<file path="src/rtl/ecar_pkg.sv">
// ----------------------------------------------------------------------------
// ecar_pkg
// Shared types and constants for the cellular automaton row core.
// ----------------------------------------------------------------------------
package ecar_pkg;

  // fixed field widths
  localparam int RULE_W  = 8;
  localparam int LEN_W   = 11;
  localparam int IDX_W   = 10;
  localparam int PADDR_W = 3;
  localparam int PDATA_W = 32;

  // register reset values
  localparam logic [RULE_W-1:0] RULE_RESET = 8'd0;
  localparam logic [LEN_W-1:0]  LEN_RESET  = 11'd1024;

  // register index, taken from paddr bit 2
  localparam logic REG_RULE = 1'b0;
  localparam logic REG_LEN  = 1'b1;

  // request codes
  typedef enum logic [1:0] {
    REQ_WRITE = 2'd0,
    REQ_STEP  = 2'd1,
    REQ_READ  = 2'd2
  } req_t;

  // sequencer states
  typedef enum logic [1:0] {
    ST_CLEAR,
    ST_IDLE,
    ST_LOAD,
    ST_STEP
  } state_t;

  // configuration handed to the sequencer
  typedef struct packed {
    logic [RULE_W-1:0] rule_number;
    logic [LEN_W-1:0]  row_length;
  } cfg_t;

endpackage

</file>
<file path="src/rtl/ecar_cell_mem.sv">
// ----------------------------------------------------------------------------
// ecar_cell_mem
// One-bit cell store, one write port and one read port, registered read.
// ----------------------------------------------------------------------------
module ecar_cell_mem #(
  parameter int DEPTH = 1024,
  parameter int AW    = 10
) (
  input  logic          clk,
  input  logic          we,
  input  logic [AW-1:0] waddr,
  input  logic          wdata,
  input  logic [AW-1:0] raddr,
  output logic          rdata
);

  logic mem [0:DEPTH-1];
  logic rdata_r;

  // write port
  always_ff @(posedge clk) begin
    if (we) begin
      mem[waddr] <= wdata;
    end
  end

  // read port, registered
  always_ff @(posedge clk) begin
    rdata_r <= mem[raddr];
  end

  assign rdata = rdata_r;

endmodule

</file>
<file path="src/rtl/ecar_cfg_regs.sv">
// ----------------------------------------------------------------------------
// ecar_cfg_regs
// APB-style register file holding the rule number and the row length.
// ----------------------------------------------------------------------------
module ecar_cfg_regs
  import ecar_pkg::*;
(
  input  logic               clk,
  input  logic               rst_n,
  input  logic               psel,
  input  logic               penable,
  input  logic               pwrite,
  input  logic [PADDR_W-1:0] paddr,
  input  logic [PDATA_W-1:0] pwdata,
  output logic [PDATA_W-1:0] prdata,
  output logic               pready,
  output cfg_t               cfg
);

  logic [RULE_W-1:0] rule_r, rule_nxt;
  logic [LEN_W-1:0]  len_r, len_nxt;
  logic              wr_en;

  assign pready = 1'b1;
  assign wr_en  = psel & penable & pwrite & pready;

  // register write decode
  always_comb begin
    rule_nxt = rule_r;
    len_nxt  = len_r;
    if (wr_en) begin
      case (paddr[2])
        REG_RULE: rule_nxt = pwdata[RULE_W-1:0];
        REG_LEN:  len_nxt  = pwdata[LEN_W-1:0];
        default: ;
      endcase
    end
  end

  always_ff @(posedge clk) begin
    if (!rst_n) begin
      rule_r <= RULE_RESET;
      len_r  <= LEN_RESET;
    end else begin
      rule_r <= rule_nxt;
      len_r  <= len_nxt;
    end
  end

  // read mux
  always_comb begin
    case (paddr[2])
      REG_RULE: prdata = {{(PDATA_W-RULE_W){1'b0}}, rule_r};
      REG_LEN:  prdata = {{(PDATA_W-LEN_W){1'b0}}, len_r};
      default:  prdata = '0;
    endcase
  end

  assign cfg.rule_number = rule_r;
  assign cfg.row_length  = len_r;

endmodule

</file>
<file path="src/rtl/ecar_ctrl.sv">
// ----------------------------------------------------------------------------
// ecar_ctrl
// Request sequencer: clearing pass, cell read/write, and the generation
// sweep with a sliding three-cell window over the cell store.
// ----------------------------------------------------------------------------
module ecar_ctrl
  import ecar_pkg::*;
#(
  parameter int MAX_CELLS = 1024,
  parameter int AW        = 10
) (
  input  logic             clk,
  input  logic             rst_n,
  input  cfg_t             cfg,
  input  logic             start,
  output logic             busy,
  input  logic [1:0]       in_req_type,
  input  logic [IDX_W-1:0] in_cell_index,
  input  logic             in_cell_value,
  output logic             out_strobe,
  output logic             out_read_value,
  output logic [LEN_W-1:0] out_alive_count,
  output logic [LEN_W-1:0] out_dead_count,
  output logic             mem_we,
  output logic [AW-1:0]    mem_waddr,
  output logic             mem_wdata,
  output logic [AW-1:0]    mem_raddr,
  input  logic             mem_rdata
);

  state_t           state_r, state_nxt;
  logic [AW-1:0]    clr_addr_r, clr_addr_nxt;
  logic [LEN_W-1:0] pos_r, pos_nxt;
  logic [LEN_W-1:0] acc_r, acc_nxt;
  logic [LEN_W-1:0] alive_r, alive_nxt;
  logic             left_r, left_nxt;
  logic             centre_r, centre_nxt;
  logic             strobe_r, strobe_nxt;
  logic             rd_flag_r, rd_flag_nxt;

  logic [LEN_W-1:0] eff_len;
  logic             in_range;
  logic             clr_last;
  logic             pos_last;
  logic             accept;
  logic             right_cell;
  logic [2:0]       code;
  logic             next_cell;

  // effective row length, capped at the store depth
  assign eff_len  = (32'(cfg.row_length) > MAX_CELLS) ? LEN_W'(MAX_CELLS) : cfg.row_length;
  assign in_range = ({1'b0, in_cell_index} < eff_len);
  assign clr_last = (clr_addr_r == AW'(MAX_CELLS - 1));
  assign pos_last = ((pos_r + LEN_W'(1)) == eff_len);
  assign busy     = (state_r != ST_IDLE);
  assign accept   = start & ~busy;

  // window: cells past the row end are dead
  assign right_cell = pos_last ? 1'b0 : mem_rdata;
  assign code       = {left_r, centre_r, right_cell};
  assign next_cell  = cfg.rule_number[code];

  // next state and memory port control
  always_comb begin
    state_nxt    = state_r;
    clr_addr_nxt = clr_addr_r;
    pos_nxt      = pos_r;
    acc_nxt      = acc_r;
    alive_nxt    = alive_r;
    left_nxt     = left_r;
    centre_nxt   = centre_r;
    strobe_nxt   = 1'b0;
    rd_flag_nxt  = 1'b0;
    mem_we       = 1'b0;
    mem_waddr    = AW'(in_cell_index);
    mem_wdata    = in_cell_value;
    mem_raddr    = AW'(in_cell_index);
    case (state_r)
      ST_CLEAR: begin
        mem_we    = 1'b1;
        mem_waddr = clr_addr_r;
        mem_wdata = 1'b0;
        if (clr_last) begin
          state_nxt = ST_IDLE;
        end else begin
          clr_addr_nxt = clr_addr_r + AW'(1);
        end
      end
      ST_IDLE: begin
        if (start) begin
          strobe_nxt = 1'b1;
          case (req_t'(in_req_type))
            REQ_WRITE: mem_we = in_range;
            REQ_READ:  rd_flag_nxt = in_range;
            REQ_STEP: begin
              mem_raddr = '0;
              if (eff_len == '0) begin
                alive_nxt = '0;
              end else begin
                strobe_nxt = 1'b0;
                state_nxt  = ST_LOAD;
              end
            end
            default: ;
          endcase
        end
      end
      ST_LOAD: begin
        // first cell arrives, prime the window
        left_nxt   = 1'b0;
        centre_nxt = mem_rdata;
        acc_nxt    = '0;
        pos_nxt    = '0;
        mem_raddr  = AW'(1);
        state_nxt  = ST_STEP;
      end
      ST_STEP: begin
        mem_we     = 1'b1;
        mem_waddr  = AW'(pos_r);
        mem_wdata  = next_cell;
        mem_raddr  = AW'(pos_r + LEN_W'(2));
        left_nxt   = centre_r;
        centre_nxt = right_cell;
        acc_nxt    = acc_r + LEN_W'(next_cell);
        pos_nxt    = pos_r + LEN_W'(1);
        if (pos_last) begin
          alive_nxt  = acc_r + LEN_W'(next_cell);
          strobe_nxt = 1'b1;
          state_nxt  = ST_IDLE;
        end
      end
      default: state_nxt = ST_IDLE;
    endcase
  end

  // control registers
  always_ff @(posedge clk) begin
    if (!rst_n) begin
      state_r    <= ST_CLEAR;
      clr_addr_r <= '0;
      pos_r      <= '0;
      alive_r    <= '0;
      strobe_r   <= 1'b0;
      rd_flag_r  <= 1'b0;
    end else begin
      state_r    <= state_nxt;
      clr_addr_r <= clr_addr_nxt;
      pos_r      <= pos_nxt;
      alive_r    <= alive_nxt;
      strobe_r   <= strobe_nxt;
      rd_flag_r  <= rd_flag_nxt;
    end
  end

  // window and accumulator
  always_ff @(posedge clk) begin
    acc_r    <= acc_nxt;
    left_r   <= left_nxt;
    centre_r <= centre_nxt;
  end

  // result fields
  assign out_strobe      = strobe_r;
  assign out_read_value  = rd_flag_r & mem_rdata;
  assign out_alive_count = alive_r;
  assign out_dead_count  = (alive_r <= eff_len) ? (eff_len - alive_r) : '0;

`ifndef NO_ASSERTIONS
  // every result comes from an accepted request or the end of a sweep
  a_strobe_src: assert property (@(posedge clk) disable iff (!rst_n)
    out_strobe |-> ($past(accept) || $past(state_r == ST_STEP && pos_last)))
    else $error("result strobe without a source");

  // a step request on a non-empty row starts the sweep
  a_step_start: assert property (@(posedge clk) disable iff (!rst_n)
    (accept && in_req_type == REQ_STEP && eff_len != '0) |=> (state_r == ST_LOAD))
    else $error("step request did not start a sweep");

  // the sweep never writes outside the row
  a_sweep_range: assert property (@(posedge clk) disable iff (!rst_n)
    (state_r == ST_STEP) |-> (pos_r < eff_len && mem_we))
    else $error("sweep position outside the row");

  // no strobe while the sweep is running
  a_no_strobe_sweep: assert property (@(posedge clk) disable iff (!rst_n)
    (state_r == ST_STEP && !pos_last) |=> !out_strobe)
    else $error("result strobe during a sweep");

  // the clearing pass runs to the last entry
  a_clear_hold: assert property (@(posedge clk) disable iff (!rst_n)
    (state_r == ST_CLEAR && !clr_last) |=> (state_r == ST_CLEAR && busy))
    else $error("clearing pass left early");
`endif

endmodule

</file>
<file path="src/rtl/elementary_cellular_automaton_row_core.sv">
// ----------------------------------------------------------------------------
// elementary_cellular_automaton_row_core
// One-dimensional two-state cellular automaton row with rule numbering.
// ----------------------------------------------------------------------------
// Usage:
//   A request is a transfer at a clock edge where start is high and busy is
//   low. For write and read requests the result strobe comes in the next
//   cycle and the next request may be issued in that same cycle. Read data
//   comes from the registered cell store read port, alongside the strobe.
//   A generation step sweeps the row once through the cell store, reading
//   one cell ahead and writing one cell back each cycle: busy stays high
//   through the load and step states and the result strobe follows at the end.
//   Every result is on the out_ ports for one cycle, marked by out_strobe;
//   the receiver cannot stall it.
//   After reset the block clears every entry of the cell store, one entry a
//   cycle, with busy high. Register writes through the APB port
//   are taken at any time; change them only while no request is in flight.
// ----------------------------------------------------------------------------
module elementary_cellular_automaton_row_core
  import ecar_pkg::*;
#(
  parameter int MAX_CELLS = 1024
) (
  input  logic               clk,
  input  logic               rst_n,
  // request channel
  input  logic               start,
  output logic               busy,
  input  logic [1:0]         in_req_type,
  input  logic [IDX_W-1:0]   in_cell_index,
  input  logic               in_cell_value,
  // result channel
  output logic               out_strobe,
  output logic               out_read_value,
  output logic [LEN_W-1:0]   out_alive_count,
  output logic [LEN_W-1:0]   out_dead_count,
  // register port
  input  logic               psel,
  input  logic               penable,
  input  logic               pwrite,
  input  logic [PADDR_W-1:0] paddr,
  input  logic [PDATA_W-1:0] pwdata,
  output logic [PDATA_W-1:0] prdata,
  output logic               pready
);

  localparam int AW = $clog2(MAX_CELLS);

  cfg_t          cfg;
  logic          mem_we;
  logic [AW-1:0] mem_waddr;
  logic          mem_wdata;
  logic [AW-1:0] mem_raddr;
  logic          mem_rdata;

  // configuration registers
  ecar_cfg_regs u_cfg (
    .clk     (clk),
    .rst_n   (rst_n),
    .psel    (psel),
    .penable (penable),
    .pwrite  (pwrite),
    .paddr   (paddr),
    .pwdata  (pwdata),
    .prdata  (prdata),
    .pready  (pready),
    .cfg     (cfg)
  );

  // cell store
  ecar_cell_mem #(
    .DEPTH (MAX_CELLS),
    .AW    (AW)
  ) u_mem (
    .clk   (clk),
    .we    (mem_we),
    .waddr (mem_waddr),
    .wdata (mem_wdata),
    .raddr (mem_raddr),
    .rdata (mem_rdata)
  );

  // request sequencer
  ecar_ctrl #(
    .MAX_CELLS (MAX_CELLS),
    .AW        (AW)
  ) u_ctrl (
    .clk             (clk),
    .rst_n           (rst_n),
    .cfg             (cfg),
    .start           (start),
    .busy            (busy),
    .in_req_type     (in_req_type),
    .in_cell_index   (in_cell_index),
    .in_cell_value   (in_cell_value),
    .out_strobe      (out_strobe),
    .out_read_value  (out_read_value),
    .out_alive_count (out_alive_count),
    .out_dead_count  (out_dead_count),
    .mem_we          (mem_we),
    .mem_waddr       (mem_waddr),
    .mem_wdata       (mem_wdata),
    .mem_raddr       (mem_raddr),
    .mem_rdata       (mem_rdata)
  );

endmodule
</file>
<file path="config.mk">
export PLATFORM = sky130hd
export DESIGN_NAME = elementary_cellular_automaton_row_core
export DESIGN_NICKNAME = d
export VERILOG_FILES = /design/src/rtl/ecar_pkg.sv /design/src/rtl/ecar_cell_mem.sv /design/src/rtl/ecar_cfg_regs.sv /design/src/rtl/ecar_ctrl.sv /design/src/rtl/elementary_cellular_automaton_row_core.sv
export SDC_FILE = /design/constraint.sdc
export NUM_CORES = 2
export LEC_CHECK = 0
export CORE_MARGIN = 2
export CORE_UTILIZATION = 60
export DETAILED_ROUTE_END_ITERATION = 10
export DONT_BUFFER_PORTS = 1
export HOLD_SLACK_MARGIN = 0.03
export PLACE_DENSITY = 0.76
export SLEW_MARGIN = 30
export SYNTH_ARGS = -nofsm -noshare
export SYNTH_HDL_FRONTEND = slang
export SYNTH_SLANG_ARGS = --single-unit
</file>
<file path="constraint.sdc">
create_clock -name clk -period 25.8 [get_ports clk]
set_clock_uncertainty 0.2 [all_clocks]
set_input_delay 1.29 -clock clk [delete_from_list [all_inputs] [get_ports clk]]
set_output_delay 1.29 -clock clk [all_outputs]
set_load 0.05 [all_outputs]
</file>
==> summary.txt <==
Global route
  – Total GRT Usage: 32.1%
  – Met1 GRT Util: 43.8%
  – Met2 GRT Util: 49.9%
  – First-pass GRT wire length: 214000 µm
  – Largest net degree at the start of global routing: 289
  – Initial antenna violation count: 0
  – Total grt overflow: 0
  – Grt peak-use layer: met2
  – Met3 GRT Util: 6.09%
  – Via count of the first global-routing pass: 35.9k

Die
  – Row cnt: 107
  – Initial core utilization: 60.3%
  – Die Footprint: 87700 µm²
  – Ports: 112
  – Die Span Y: 296 µm
  – Core Area: 84900 µm²
  – Die X: 296 µm

Routing
  – DRC errors left: 0
  – DRT Pass-1 Iters: 6
  – Drt first-iter violations: 5866
  – Via density: 6.74
  – Routed WL: 142000 µm
  – DRT antenna net count: 0
  – Number of vias in the routed layout: 38.1k
  – WL/cell: 25.1 µm

Flow run
  – Maxcap violations: 0

Timing
  – Setup TNS: 0 ns
  – F_max: 0.151 GHz
  – Tcrit/Tclk final: 25.7%
  – # setup viols final: 0
  – Measured slew at the worst slew-check pin: 1.09 ns
  – Slew HR: 27.1%
  – Period minus WS final: 6.63 ns
  – Slew Limit Fails: 0
  – RSZ-0062 raised after global routing: no
  – Setup ws final: 19.17 ns
  – Final hold violation count: 0

Place
  – Setup WS pre-CTS: 18.87 ns
  – Post-DP HPWL: 71000 µm
  – Global placer's final weighted congestion: 0.887
  – Port bufs: 0

Synthesis
  – Post-synth top flop: edfxtp_1
  – EDFF count, synth: 1037
  – YS warnings: 0
  – Fraction of registers with async set/reset: 0%
  – Post-synthesis adder-cell area fraction: 0.772%
  – Largest family of logic cells by synthesized area: simple AND/OR/NAND/NOR gates
  – Syn Area/Cell: 10.8 µm²
  – Xor-xnor portion of the synthesized cell area: 0.765%
  – #FFs+latches synth: 1093
  – Cell Area, Synth: 51200 µm²
  – Register area share after synthesis: 63.0%
  – Compound-gate portion of the synthesized area: 5.98%
  – Simple logic cell fraction of the synthesized area: 21.6%
  – Library cells used by synthesis: 79
  – Syn Inst Count: 4736
  – Portion of netlist area occupied by mux cells: 3.02%

Layout
  – Layout cells sized above 1: 7.62%
  – Ant. Diodes: 0
  – Area Overhead vs Synth: 7.17%
  – Final net count: 4510
  – Most common cell after layout, fill and taps aside: nor3_1
  – Most frequent cells in the layout: nor3_1 (1043), edfxtp_1 (1037), nand2_1 (855), nand3_1 (281), mux2i_1 (140)

CTS
  – Worst-Skew Late Latency: 0.70 ns
  – Worst-case clock buffer depth: 3
  – CTS HTree Levels: 3
  – Cts hold-fix bufs: 0
  – TritonCTS clock tree: built
  – Worst-path clk slew: 0.06 ns
  – CTS resizes: 0
  – TritonCTS buffer count: 110
  – Clock root cell: clkbuf_16
  – Clock Sinks: 1093
  – Total setup buffers inserted after CTS: 0

Pwr
  – Max IR drop VDD: 0.0000828 V
  – P per Cell Area: 93.7 nW/µm²
  – Leak: 17.0 nW

Setup path
  – CP max FO: 120
  – CP delay by family, top: buffers and inverters
  – Crit end category: flop
  – CP arrival: 7.06 ns
  – Cells along the critical path: inv_1 > ha_1 > nor3b_1 > a311oi_4 > buf_4 > buf_12 > buf_4 > buf_12 > nand2_1 > a32oi_1 > a31oi_1 > o41ai_1 > nand4_1 > o22ai_1 > nor4_1 > a21oi_1
  – Slowest-stage cell, CP: o41ai_1
  – CP max stage delay: 0.82 ns
  – CP bufs+invs: 5
  – Startpoint Class: flop
  – Worst Setup Path Type: reg2reg
  – Req. time, crit path: 26.23 ns

Outcome
  – Status: complete, no violations

Hold path
  – Hold crit path type: reg2reg
-- final timing paths --
| check | startpoint | to | slack, ns | cells past startpoint |
|---|---|---|---|---|
| setup reg to reg | u_ctrl.state_r[1] | u_mem.rdata | 19.17 | 16 |
| setup / recovery | u_ctrl.state_r[1] | u_mem.rdata | 19.17 | 16 |
| hold reg to reg | u_cfg.len_r[9] | u_cfg.len_r[9] | 0.28 | 2 |
| hold / removal | u_cfg.len_r[9] | u_cfg.len_r[9] | 0.28 | 2 |
-- logic make-up (layout without fill, tap and decap cells) --
kind of cell / after synthesis / count (layout)
compound gates: 421 / 421
xor+xnor: 43 / 43
fa+ha+maj: 31 / 31
buf+inv: 567 / 326
flops: 1093 / 1093
mux: 151 / 151
other cells: 2 / 22
simple gates: 2428 / 2428
-- state kept, by name, summed over array words and instances, names as in the netlist --
signal                  count
u_cfg.rule_r                8
u_mem.rdata                 1
u_ctrl.left_r               1
u_ctrl.state_r              2
u_ctrl.pos_r               11
u_ctrl.out_alive_count     11
u_mem.mem                1024
u_ctrl.out_strobe           1
u_cfg.len_r                11
u_ctrl.acc_r               11
u_ctrl.clr_addr_r          10
u_ctrl.rd_flag_r            1
u_ctrl.centre_r             1
-- stage by stage --
stage | instances | hold WS, ns | power (W) | utilization [%] | instance area, µm²
floorplan | 4756 | 0.244 | 0.00326 | - | 51300
CTS | 5656 | 0.274 | 0.00508 | 64.5 | 54700
detailed placement | 5454 | 0.266 | 0.00362 | 60.6 | 51400
finish | 5659 | 0.278 | 0.00514 | 64.6 | 54900
global placement | 5453 | 0.255 | 0.00359 | 60.4 | 51300
global route | 5659 | 0.297 | 0.00530 | 64.6 | 54900
-- cell usage after synthesis, types with 5 or more instances --
master       n  area share [%]
o41ai_1     23            0.39
inv_1       36            0.26
edfxtp_1  1037              61
and2_1      11            0.13
nor4_1       7           0.086
a31oi_1    110             1.3
buf_2       89            0.87
and3_1       6           0.073
mux2_2       9            0.20
nand4_1     29            0.35
nor3_1    1045              10
nand3_1    281             2.7
buf_1       30            0.22
xnor2_1     23            0.39
clkbuf_1   370             2.7
buf_4       23            0.34
clkbuf_8     6            0.16
a21oi_1     58            0.57
nand2b_1    14            0.17
ha_1        30            0.73
nand2_1    922             6.8
xor2_1      18            0.31
buf_6        8            0.18
a32oi_1    128             2.2
a22oi_1     10            0.15
a211oi_1     7            0.10
o21a_1      20            0.29
nor2_1      88            0.65
or3_1        5           0.061
o21ai_0     30            0.29
mux2i_1    140             2.7
dfxtp_1     56             2.2
-- where the power goes --
group | total [W] | internal [W] | leakage [nW] | switching (W)
sequential | 0.00207 | 0.00206 | 10.0 | 0.00000859
clock | 0.00149 | 0.000805 | 1.60 | 0.000684
combinational | 0.00158 | 0.000317 | 5.36 | 0.00126
-- routing by layer --
layer | vias up | routed length [µm]
li1 | 16800 | -
met1 | 18500 | 52700
met2 | 2406 | 65700
met3 | 459 | 16500
met4 | 0 | 6950
met5 | - | 0
-- final cells by class --
class / instances / area, µm²
Multi-Input combinational cell: 3096 / 16900
Timing Repair Buffer: 84 / 810
Tap cell: 1144 / 1430
Fill cell: 6468 / 30000
Clock buffer: 141 / 2900
Sequential cell: 1093 / 32300
Inverter: 40 / 156
Clock inverter: 61 / 405
-- worst min-delay path, cell delays in order, from the launching register on --
cell,delay [ns]
dfxtp_1,0.32
nand2_1,0.06
a21oi_1,0.05
Power figures use the tool's default switching activity.
